===== src/design/semantic_version_parser_core_macros.svh =====
// Assertion macros for the semantic version parser
`ifndef SEMANTIC_VERSION_PARSER_CORE_MACROS_SVH
`define SEMANTIC_VERSION_PARSER_CORE_MACROS_SVH
`ifndef SYNTHESIS
// Clocked check, switched off while reset is held
`define SVP_ASSERT_RST(lbl, prop) \
  lbl: assert property (@(posedge clk) disable iff (!rst_n) prop) \
    else $error("svp check failed");
// Clocked check that also holds through reset
`define SVP_ASSERT_ALWAYS(lbl, prop) \
  lbl: assert property (@(posedge clk) prop) \
    else $error("svp check failed");
`else
`define SVP_ASSERT_RST(lbl, prop)
`define SVP_ASSERT_ALWAYS(lbl, prop)
`endif
`endif


===== src/design/svp_pkg.sv =====
// Types and constants shared by the semantic version parser
package svp_pkg;

  // Result status codes
  localparam logic [2:0] ST_OK       = 3'd0;
  localparam logic [2:0] ST_EMPTY    = 3'd1;
  localparam logic [2:0] ST_FORMAT   = 3'd2;
  localparam logic [2:0] ST_MAJOR    = 3'd3;
  localparam logic [2:0] ST_MINOR    = 3'd4;
  localparam logic [2:0] ST_PATCH    = 3'd5;
  localparam logic [2:0] ST_OVERFLOW = 3'd6;
  localparam logic [2:0] ST_PRE      = 3'd7;

  // Character codes
  localparam logic [7:0] CH_DOT  = 8'h2E;
  localparam logic [7:0] CH_DASH = 8'h2D;
  localparam logic [7:0] CH_0    = 8'h30;
  localparam logic [7:0] CH_9    = 8'h39;
  localparam logic [7:0] CH_UA   = 8'h41;
  localparam logic [7:0] CH_UZ   = 8'h5A;
  localparam logic [7:0] CH_LA   = 8'h61;
  localparam logic [7:0] CH_LZ   = 8'h7A;

  localparam logic [15:0] PRE_CNT_MAX = 16'hFFFF;

  // One byte of the version string, or the end marker
  typedef struct packed {
    logic [7:0] character;
    logic       end_of_string;
  } in_item_t;

  // One parse result
  typedef struct packed {
    logic [2:0]  status;
    logic [31:0] major_value;
    logic [31:0] minor_value;
    logic [31:0] patch_value;
    logic        has_prerelease;
    logic [15:0] prerelease_length;
  } out_item_t;

endpackage


===== src/design/semantic_version_parser_core.sv =====
// Semantic version parser: streamed major.minor.patch[-prerelease] checker
//
//  channel | direction | payload              | flow control
//  --------+-----------+----------------------+---------------------------
//  in_     | input     | svp_pkg::in_item_t   | in_valid / in_stall
//  out_    | output    | svp_pkg::out_item_t  | out_valid / out_stall
//
// One item is taken every cycle unless stalled; bytes update the parser state in
// the cycle after transfer, out of the input register, and never wait on results.
// An end marker needs the result register free; its result is registered into it
// from the input register, and the parser state returns to its reset value then.
// Reset (synchronous, active low) clears the parser state and both valid flags.
// While out_stall holds a result and an end marker is queued, in_stall rises.
`include "semantic_version_parser_core_macros.svh"

module semantic_version_parser_core (
  input  logic               clk,
  input  logic               rst_n,
  input  logic               in_valid,
  output logic               in_stall,
  input  svp_pkg::in_item_t  in_data,
  output logic               out_valid,
  input  logic               out_stall,
  output svp_pkg::out_item_t out_data
);

  typedef enum logic [1:0] {
    PH_MAJOR,
    PH_MINOR,
    PH_PATCH,
    PH_PRE
  } phase_t;

  // Input register
  logic               in_vld_r;
  svp_pkg::in_item_t  in_item_r;

  // Parser state
  phase_t      phase_r, phase_nxt;
  logic [31:0] major_r, major_nxt;
  logic [31:0] minor_r, minor_nxt;
  logic [31:0] patch_r, patch_nxt;
  logic [1:0]  part_len_r, part_len_nxt;
  logic        lead_zero_r, lead_zero_nxt;
  logic        nondigit_r, nondigit_nxt;
  logic        ovf_r, ovf_nxt;
  logic [2:0]  first_err_r, first_err_nxt;
  logic        any_byte_r, any_byte_nxt;
  logic [15:0] pre_cnt_r, pre_cnt_nxt;
  logic        pre_bad_r, pre_bad_nxt;

  // Result register
  logic               out_vld_r;
  svp_pkg::out_item_t out_item_r;
  svp_pkg::out_item_t res;

  logic        adv;
  logic        out_free;
  logic        is_end;
  logic [7:0]  c;
  logic        is_digit;
  logic        pre_ok;
  logic [31:0] num_cur;
  logic [35:0] times10;
  logic        acc_ovf;
  logic [31:0] acc_val;
  logic [2:0]  close_code;
  logic [2:0]  close_err;
  logic [2:0]  final_err;
  logic [2:0]  status;

  // Handshake: bytes always advance, end markers need the result register
  assign is_end   = in_item_r.end_of_string;
  assign out_free = !out_vld_r || !out_stall;
  assign adv      = in_vld_r && (!is_end || out_free);
  assign in_stall = in_vld_r && !adv;

  assign out_valid = out_vld_r;
  assign out_data  = out_item_r;

  // Byte classes
  assign c        = in_item_r.character;
  assign is_digit = (c >= svp_pkg::CH_0) && (c <= svp_pkg::CH_9);
  assign pre_ok   = is_digit || (c == svp_pkg::CH_DOT) || (c == svp_pkg::CH_DASH) ||
                    ((c >= svp_pkg::CH_LA) && (c <= svp_pkg::CH_LZ)) ||
                    ((c >= svp_pkg::CH_UA) && (c <= svp_pkg::CH_UZ));

  // Times-ten accumulate on the number being parsed
  always_comb begin
    unique case (phase_r)
      PH_MAJOR: num_cur = major_r;
      PH_MINOR: num_cur = minor_r;
      default:  num_cur = patch_r;
    endcase
  end

  assign times10 = {1'b0, num_cur, 3'b000} + {3'b000, num_cur, 1'b0} + {32'd0, c[3:0]};
  assign acc_ovf = |times10[35:32];
  assign acc_val = acc_ovf ? 32'hFFFF_FFFF : times10[31:0];

  // Error of the number being closed
  always_comb begin
    unique case (phase_r)
      PH_MAJOR: close_code = svp_pkg::ST_MAJOR;
      PH_MINOR: close_code = svp_pkg::ST_MINOR;
      default:  close_code = svp_pkg::ST_PATCH;
    endcase
  end

  always_comb begin
    priority if ((part_len_r == 2'd0) || ((part_len_r == 2'd2) && lead_zero_r) ||
                 nondigit_r) begin
      close_err = close_code;
    end else if (ovf_r) begin
      close_err = svp_pkg::ST_OVERFLOW;
    end else begin
      close_err = svp_pkg::ST_OK;
    end
  end

  // Result of an end marker, by precedence
  always_comb begin
    final_err = first_err_r;
    if ((phase_r == PH_PATCH) && (first_err_r == svp_pkg::ST_OK)) begin
      final_err = close_err;
    end
    priority if (!any_byte_r) begin
      status = svp_pkg::ST_EMPTY;
    end else if ((phase_r == PH_MAJOR) || (phase_r == PH_MINOR)) begin
      status = svp_pkg::ST_FORMAT;
    end else if (final_err != svp_pkg::ST_OK) begin
      status = final_err;
    end else if ((phase_r == PH_PRE) && ((pre_cnt_r == 16'd0) || pre_bad_r)) begin
      status = svp_pkg::ST_PRE;
    end else begin
      status = svp_pkg::ST_OK;
    end

    res        = '0;
    res.status = status;
    if (status == svp_pkg::ST_OK) begin
      res.major_value = major_r;
      res.minor_value = minor_r;
      res.patch_value = patch_r;
      if (phase_r == PH_PRE) begin
        res.has_prerelease    = 1'b1;
        res.prerelease_length = pre_cnt_r;
      end
    end
  end

  // Parser state update
  always_comb begin
    phase_nxt     = phase_r;
    major_nxt     = major_r;
    minor_nxt     = minor_r;
    patch_nxt     = patch_r;
    part_len_nxt  = part_len_r;
    lead_zero_nxt = lead_zero_r;
    nondigit_nxt  = nondigit_r;
    ovf_nxt       = ovf_r;
    first_err_nxt = first_err_r;
    any_byte_nxt  = any_byte_r;
    pre_cnt_nxt   = pre_cnt_r;
    pre_bad_nxt   = pre_bad_r;

    if (adv && is_end) begin
      // string closed: back to the reset state
      phase_nxt     = PH_MAJOR;
      major_nxt     = '0;
      minor_nxt     = '0;
      patch_nxt     = '0;
      part_len_nxt  = '0;
      lead_zero_nxt = 1'b0;
      nondigit_nxt  = 1'b0;
      ovf_nxt       = 1'b0;
      first_err_nxt = svp_pkg::ST_OK;
      any_byte_nxt  = 1'b0;
      pre_cnt_nxt   = '0;
      pre_bad_nxt   = 1'b0;
    end else if (adv) begin
      any_byte_nxt = 1'b1;
      priority if (((phase_r == PH_MAJOR) && (c == svp_pkg::CH_DOT)) ||
                   ((phase_r == PH_MINOR) && (c == svp_pkg::CH_DOT)) ||
                   ((phase_r == PH_PATCH) && (c == svp_pkg::CH_DASH))) begin
        // separator: close the number, move on
        if (first_err_r == svp_pkg::ST_OK) begin
          first_err_nxt = close_err;
        end
        part_len_nxt  = '0;
        lead_zero_nxt = 1'b0;
        nondigit_nxt  = 1'b0;
        ovf_nxt       = 1'b0;
        phase_nxt     = phase_t'(phase_r + 2'd1);
      end else if (phase_r == PH_PRE) begin
        if (pre_cnt_r != svp_pkg::PRE_CNT_MAX) begin
          pre_cnt_nxt = pre_cnt_r + 16'd1;
        end
        if (!pre_ok) begin
          pre_bad_nxt = 1'b1;
        end
      end else begin
        // number byte
        if ((part_len_r == 2'd0) && (c == svp_pkg::CH_0)) begin
          lead_zero_nxt = 1'b1;
        end
        if (part_len_r != 2'd2) begin
          part_len_nxt = part_len_r + 2'd1;
        end
        if (is_digit) begin
          if (acc_ovf) begin
            ovf_nxt = 1'b1;
          end
          unique case (phase_r)
            PH_MAJOR: major_nxt = acc_val;
            PH_MINOR: minor_nxt = acc_val;
            default:  patch_nxt = acc_val;
          endcase
        end else begin
          nondigit_nxt = 1'b1;
        end
      end
    end
  end

  // State and registered outputs
  always_ff @(posedge clk) begin
    if (!rst_n) begin
      in_vld_r    <= 1'b0;
      out_vld_r   <= 1'b0;
      phase_r     <= PH_MAJOR;
      major_r     <= '0;
      minor_r     <= '0;
      patch_r     <= '0;
      part_len_r  <= '0;
      lead_zero_r <= 1'b0;
      nondigit_r  <= 1'b0;
      ovf_r       <= 1'b0;
      first_err_r <= svp_pkg::ST_OK;
      any_byte_r  <= 1'b0;
      pre_cnt_r   <= '0;
      pre_bad_r   <= 1'b0;
    end else begin
      phase_r     <= phase_nxt;
      major_r     <= major_nxt;
      minor_r     <= minor_nxt;
      patch_r     <= patch_nxt;
      part_len_r  <= part_len_nxt;
      lead_zero_r <= lead_zero_nxt;
      nondigit_r  <= nondigit_nxt;
      ovf_r       <= ovf_nxt;
      first_err_r <= first_err_nxt;
      any_byte_r  <= any_byte_nxt;
      pre_cnt_r   <= pre_cnt_nxt;
      pre_bad_r   <= pre_bad_nxt;

      // input register takes a transfer whenever it is not held
      if (!in_stall) begin
        in_vld_r <= in_valid;
      end

      // result register
      if (adv && is_end) begin
        out_vld_r <= 1'b1;
      end else if (!out_stall) begin
        out_vld_r <= 1'b0;
      end
    end

    // payload registers
    if (!in_stall && in_valid) begin
      in_item_r <= in_data;
    end
    if (adv && is_end) begin
      out_item_r <= res;
    end
  end

  // Checks
  `SVP_ASSERT_RST(a_err_zero, (out_vld_r && (out_item_r.status != svp_pkg::ST_OK)) |-> ((out_item_r.major_value == 32'd0) && (out_item_r.minor_value == 32'd0) && (out_item_r.patch_value == 32'd0) && !out_item_r.has_prerelease))
  `SVP_ASSERT_RST(a_end_clears, (adv && is_end) |=> ((phase_r == PH_MAJOR) && !any_byte_r && (first_err_r == svp_pkg::ST_OK)))
  `SVP_ASSERT_ALWAYS(a_stall_cause, in_stall |-> (in_vld_r && is_end && out_vld_r))
  `SVP_ASSERT_RST(a_pre_len, (out_vld_r && out_item_r.has_prerelease) |-> (out_item_r.prerelease_length != 16'd0))

endmodule


===== config.mk =====
export PLATFORM = sky130hd
export DESIGN_NAME = semantic_version_parser_core
export DESIGN_NICKNAME = d
export VERILOG_FILES = /design/src/design/svp_pkg.sv /design/src/design/semantic_version_parser_core.sv
export VERILOG_INCLUDE_DIRS = /design/src /design/src/design
export SDC_FILE = /design/constraint.sdc
export NUM_CORES = 1
export LEC_CHECK = 0
export BUFFER_PORTS_ARGS = -buffer_cell sky130_fd_sc_hd__buf_2
export CAP_MARGIN = 20
export CORE_MARGIN = 2
export CORE_UTILIZATION = 61
export CTS_BUF_LIST = sky130_fd_sc_hd__clkbuf_8
export DETAILED_ROUTE_END_ITERATION = 8
export PLACE_DENSITY = 0.86
export SYNTH_ARGS = -nofsm -noshare
export SYNTH_HDL_FRONTEND = slang
export SYNTH_SLANG_ARGS = --single-unit

===== constraint.sdc =====
create_clock -name clk -period 6.2 [get_ports clk]
set_input_delay 0.31 -clock clk [delete_from_list [all_inputs] [get_ports clk]]
set_output_delay 0.31 -clock clk [all_outputs]
set_load 0.01 [all_outputs]

[After elaboration in Yosys (flattened, before gate mapping)]
Cells that the tools add are included.
Word-level totals
  bits in registers: 251
  bits of input ports: 13
  output and inout port bits: 118
  logic and storage cells: 132
Cells by class
  $add $sub $neg: 5
  order comparisons: 6
  eq/ne operators: 12
  mux-type cells: 26
  bitwise logic cells: 5
  reduce and logical (&&, ||, !) cells: 56
Operators by type and width (number)
  32-bit case mux with 2 select lines: 1
  35-bit by 33-bit adder with 36-bit output: 1
  36-bit by 4-bit adder with 36-bit output: 1
  32-bit 2-to-1 mux: 1
  8-bit by 6-bit == test with 1-bit output (second input constant): 3
  3-bit 2-to-1 mux: 7
  17-bit 2-to-1 mux: 1
  16-bit by 1-bit adder with 16-bit output (second input constant): 1
  8-bit by 7-bit greater-or-equal comparator with 1-bit output (second input constant): 2
  8-bit by 7-bit <= comparator with 1-bit output (second input constant): 2
  16-bit zero test: 1
  16-bit != test (second input constant): 1
  5-bit AND reduction: 3
  1-bit logical AND: 14
  1-bit logical OR: 12
  1-bit 2-to-1 mux: 12
  3-bit AND reduction: 4
  4-bit AND reduction: 3
  8-bit by 6-bit greater-or-equal comparator with 1-bit output (second input constant): 1
  8-bit by 6-bit <= comparator with 1-bit output (second input constant): 1
  2-bit nonzero test: 4
  2-bit == test (second input constant): 3
  3-bit zero test: 2
  2-bit 2-to-1 mux: 3
  12 further kinds: 26

[Depth between registers and ports, before layout]
  word-level depth: 12
  depth in mapped cells: 23

[Worst setup path before layout]
No wires, ideal clock.
  path kind: reg-to-reg
  from: register phase_r[0]
  to: register major_r[0]
  setup time: 119 ps
  arrival: 4706 ps
  path slack: 1375 ps
  cell stages (with the launch flop): 22
  buffers on the path: 5
  clock period less this slack: 4825 ps
  cells stage by stage: dfxtp_1 -> inv_1 -> ha_1 -> clkbuf_1 -> nor2_1 -> clkbuf_1 -> buf_1 -> nand2_1 -> nand2_1 -> fa_1 -> ha_1 -> a211o_1 -> a2111oi_2 -> nor2_1 -> a41o_1 -> a31oi_2 -> o21a_1 -> nor4_1 -> nor4_4 -> buf_4 -> buf_4 -> a21oi_1
Between the ends
  cells in the longest elaborated chain, start to end: 6
RTL lines
  start: declaration: line semantic_version_parser_core.sv:39  | phase_t phase_r, phase_nxt;
  start signal: assignment: line semantic_version_parser_core.sv:244  | phase_r <= phase_nxt;
  2-bit by 1-bit == test with 1-bit output / 2-bit zero test (equally long branches)
  32-bit case mux with 2 select lines, or another cell as far along: line semantic_version_parser_core.sv:90  | unique case (phase_r)
  35-bit by 33-bit adder with 36-bit output / 1-bit logical OR (equally long branches): line semantic_version_parser_core.sv:97, semantic_version_parser_core.sv:183
  36-bit by 4-bit adder with 36-bit output / 1-bit logical OR (equally long branches): line semantic_version_parser_core.sv:97, semantic_version_parser_core.sv:184
  4-bit OR reduction / 1-bit NOT (equally long branches)
  32-bit 2-to-1 mux / 5-bit AND reduction (equally long branches)
  end signal: assignment: line semantic_version_parser_core.sv:245  | major_r <= major_nxt;
  end: declaration: line semantic_version_parser_core.sv:40  | logic [31:0] major_r, major_nxt;
Parallel ways exist; a longest one is shown, timed or not.
A chain may end at the register's enable or synchronous reset.

[Final worst setup path]
  from: register phase_r[0]
  to: register major_r[30]
Same word-level chain as after synthesis.

==> results by group <==
Timing
  • Clk_skew: 0.03037 ns
  • Endpoints failing setup: 0
  • Sum of negative setup slack: 0 ns
  • Slew Viols, Final: 0
  • Min Tclk post-route: 5.435 ns
  • Rel. slew slack: 29.80%
  • Slew @ Worst Pin: 1.043 ns
  • Period utilization: 87.66%
  • RSZ-0062 raised after global routing: false
  • Final Worst Setup Slack: 0.7651 ns
  • Final Hold Viols: 0
  • Peak Freq: 184.0 MHz

Route
  • DR pass1 iterations: 5
  • ANT nets after route: 0
  • Drt total wl: 28500 um
  • WL/cell: 17.21 um
  • DRC errors left: 0
  • Drt via density: 5.995
  • Routed vias: 9927
  • DR iter-0 viols: 1063

Synthesis
  • Compound-Gate Fraction of Synth Area: 17.99%
  • Yosys warns: 0
  • Synth Instances: 1253
  • Ys async rst share: 0%
  • Post-synth EDFFs: 125
  • Post-synthesis adder-cell area fraction: 7.699%
  • Prevailing post-synth register cell: dfxtp_1
  • Syn_nets: 1340
  • Mux cell area share after synthesis: 0.1638%
  • Sequential-to-total area share from yosys stat: 51.36%
  • Largest family of logic cells by synthesized area: compound AO/OA/AOI/OAI gates
  • Cell area after synthesis: 0.01222 mm^2
  • Syn Area/Cell: 9.753 um^2
  • Post-Synth Simple-Gate Area: 16.54%
  • Synth Area in XOR/XNOR: 2.938%
  • Synth cell types: 58
  • Synth Register Bits: 251

Run status
  • Status: complete, no violations

Placement
  • I/O Buffers: 130
  • DPL Wire Length: 18760 um
  • Final GP Congestion: 0.9610
  • DP Worst Slack: 0.8904 ns

Run
  • Max-cap violations: 0

Clocking
  • CTS tree: built
  • CTS sink count: 251
  • CTS Buf Count: 38
  • Clock tree buffer depth: 3
  • Worst-path clk slew: 0.06 ns
  • # hold bufs at CTS: 10
  • H-Tree Depth: 2
  • Post-CTS setup buffers: 0
  • Worst skew pair latency: 0.55 ns
  • Root Driver: clkbuf_8
  • PostCTS Resize Cnt: 0

Hold path
  • Worst Hold Launch: rst_n
  • HP Class: input port to flop
  • Worst hold path stage count: 2
  • Hold path endpoint: in_vld_r

Setup path
  • CP bufs+invs: 2
  • CP max-delay cell: ha_1
  • Reg-to-Reg Start: phase_r[0]
  • CP delay by family, top: compound AO/OA/AOI/OAI gates
  • Critical Path AT: 5.80 ns
  • Worst Path Required: 6.56 ns
  • Worst Reg2Reg Path Length in Cells: 17
  • Critical setup path kind: flop to flop
  • R2R Setup Slk: 0.77 ns
  • Crit path from: phase_r[0]
  • Worst setup SP type: flop
  • Reg2reg end: major_r[30]
  • CP cell instances: ha_1, nor2_2, buf_4, nand2_1, nand2_1, fa_1, ha_1, a211o_1, a2111oi_2, nor2_1, a41o_1, a31oi_2, o21a_1, nor4_1, nor4_4, buf_4, a31oi_1
  • Crit-path max cell delay: 0.68 ns
  • Worst Path Max Fanout: 69
  • Crit. End Element: flop

Global routing
  • Vias in the first global route: 9496
  • GR Overflow Total: 0
  • Initial antenna violation count: 0
  • Largest net degree at the start of global routing: 97
  • GR Util All Layers: 26.84%
  • First-pass GRT wire length: 47410 um

Floorplan
  • FP Rows: 51
  • Die H: 145.5 um
  • Core box area: 0.01959 mm^2
  • Die W: 145.5 um
  • I/O Pins: 131
  • Die Footprint: 0.02118 mm^2
  • Initial core utilization: 62.38%

Layout
  • Layout cells sized above 1: 15.10%
  • Nets: 1449
  • Area delta synth->final: 13.17%
  • Antenna cells: 0

Power and ir drop
  • Worst VDD drop: 0.1410 mV
  • Power Density: 231.6 mW/mm^2
  • Leakage: 6.094 nW
-- cells in the final DEF, fill, tap and decap left out, types with 3 or more instances in the layout --
cell type / instances
a31oi_1: 38
nand4_1: 11
and3_1: 24
nand3_1: 9
ha_1: 72
edfxtp_1: 125
nor2b_1: 4
nor4_1: 8
a211oi_1: 4
buf_4: 13
xor2_1: 21
a22oi_1: 31
clkinv_2: 4
o21ai_0: 125
or3_1: 6
o21bai_1: 3
o21a_1: 8
buf_2: 130
inv_1: 29
xnor2_1: 20
nor3_1: 6
dfxtp_1: 126
a21oi_1: 123
a2111oi_0: 3
and4_1: 3
clkbuf_8: 44
nor2_1: 105
o21ai_1: 3
clkinv_1: 5
nand2_1: 110
a211o_1: 4
a21o_1: 9
and2_1: 102
dlygate4sd3_1: 10
o31ai_1: 3
nand2b_1: 6
a21boi_0: 4
-- per-layer routing --
metal | GRT usage [%] | wire length, um
met5 | 0 | 0
met4 | 11.76 | 1104
met3 | 3.950 | 2144
met2 | 44.43 | 13590
met1 | 35.40 | 11660
-- stage by stage --
step	cell area (um^2)	hold slack, ns	power [mW]	instances	utilization (%)
3_5_place_dp	12970	0.4884	1.901	1576	66.23
3_3_place_gp	12970	0.4602	1.898	1576	66.23
2_1_floorplan	12220	0.4089	1.868	1253	-
5_1_grt	13830	0.06353	3.302	1656	70.59
6_report	13830	0.06917	3.203	1656	70.59
4_1_cts	13820	0.03420	3.219	1655	70.54
-- cell families (layout without fill, tap and decap cells) --
group	Yosys count	count (layout)
adder cells (fa/ha/maj)	74	74
multiplexers	2	2
flip-flops	251	251
buffers and inverters	102	240
AO/OA/AOI/OAI	376	376
XOR/XNOR	41	41
AND/OR/NAND/NOR	407	407
-- sequential cells by signal, summed over array words and instances, names as in the netlist, 2 cells and up --
signal       cells
out_data       116
major_r         32
minor_r         32
patch_r         32
pre_cnt_r       16
c                8
first_err_r      3
part_len_r       2
phase_r          2
-- cell usage after synthesis (2+ instances only) --
library cell  count  area share (%)
o31ai_1           3            0.18
a21boi_0          4            0.25
nand3b_1          2            0.12
xnor2_1          20             1.4
and4_1            4            0.29
o21ba_2           2            0.16
nand4_1          11            0.56
o21a_1            8            0.49
or3_1             6            0.31
buf_2             6            0.25
a21o_1            9            0.55
fa_1              2            0.33
a211o_1           4            0.29
a21oi_1         123             5.0
mux2i_1           2            0.16
or2_2             2            0.10
inv_1            17            0.52
nor2b_1           5            0.26
nor2_1          106             3.3
a211oi_1          4            0.25
ha_1             72             7.4
buf_1             4            0.12
nand3_1           9            0.37
o21bai_1          3            0.18
nand2b_1          6            0.31
a31oi_1          38             1.9
nor3_1            6            0.25
buf_4             4            0.25
o21ai_1           3            0.12
nand2_1         110             3.4
a22oi_1          31             1.9
a32oi_1           2            0.14
dfxtp_1         126              21
o211a_1           2            0.16
nor4_1            8            0.41
edfxtp_1        125              31
o21ai_0         125             5.1
xor2_1           21             1.5
a2111oi_0         3            0.22
o31a_1            2            0.14
and2_1          102             5.2
clkbuf_1         71             2.2
and3_1           25             1.3
-- worst max path at each step --
stage	endpoint	slack, ns	depth (start not counted)
final	major_r[30]	0.77	17
after global routing	ovf_r	0.35	17
after CTS	major_r[30]	0.85	17
after detailed placement	patch_r[29]	0.89	17
after global placement	ovf_r	1.15	17
after floorplan	major_r[0]	1.37	21
-- where the power goes --
| part | switching (mW) | total (mW) | internal [mW] |
|---|---|---|---|
| clock | 0.638 | 1.33 | 0.693 |
| combinational | 0.0713 | 0.106 | 0.0352 |
| sequential | 0.0108 | 1.77 | 1.76 |
| total | 0.720 | 3.20 | 2.48 |
-- layout make-up --
cell class	instances	area, um^2
Clock buffer	44	605.6
Fill cell	1405	5761
Tap cell	265	331.6
Multi-Input combinational cell	900	5555
Inverter	17	63.81
Clock inverter	25	137.6
Timing Repair Buffer	154	859.6
Sequential cell	251	6276
(Power assumes the default switching activity.)
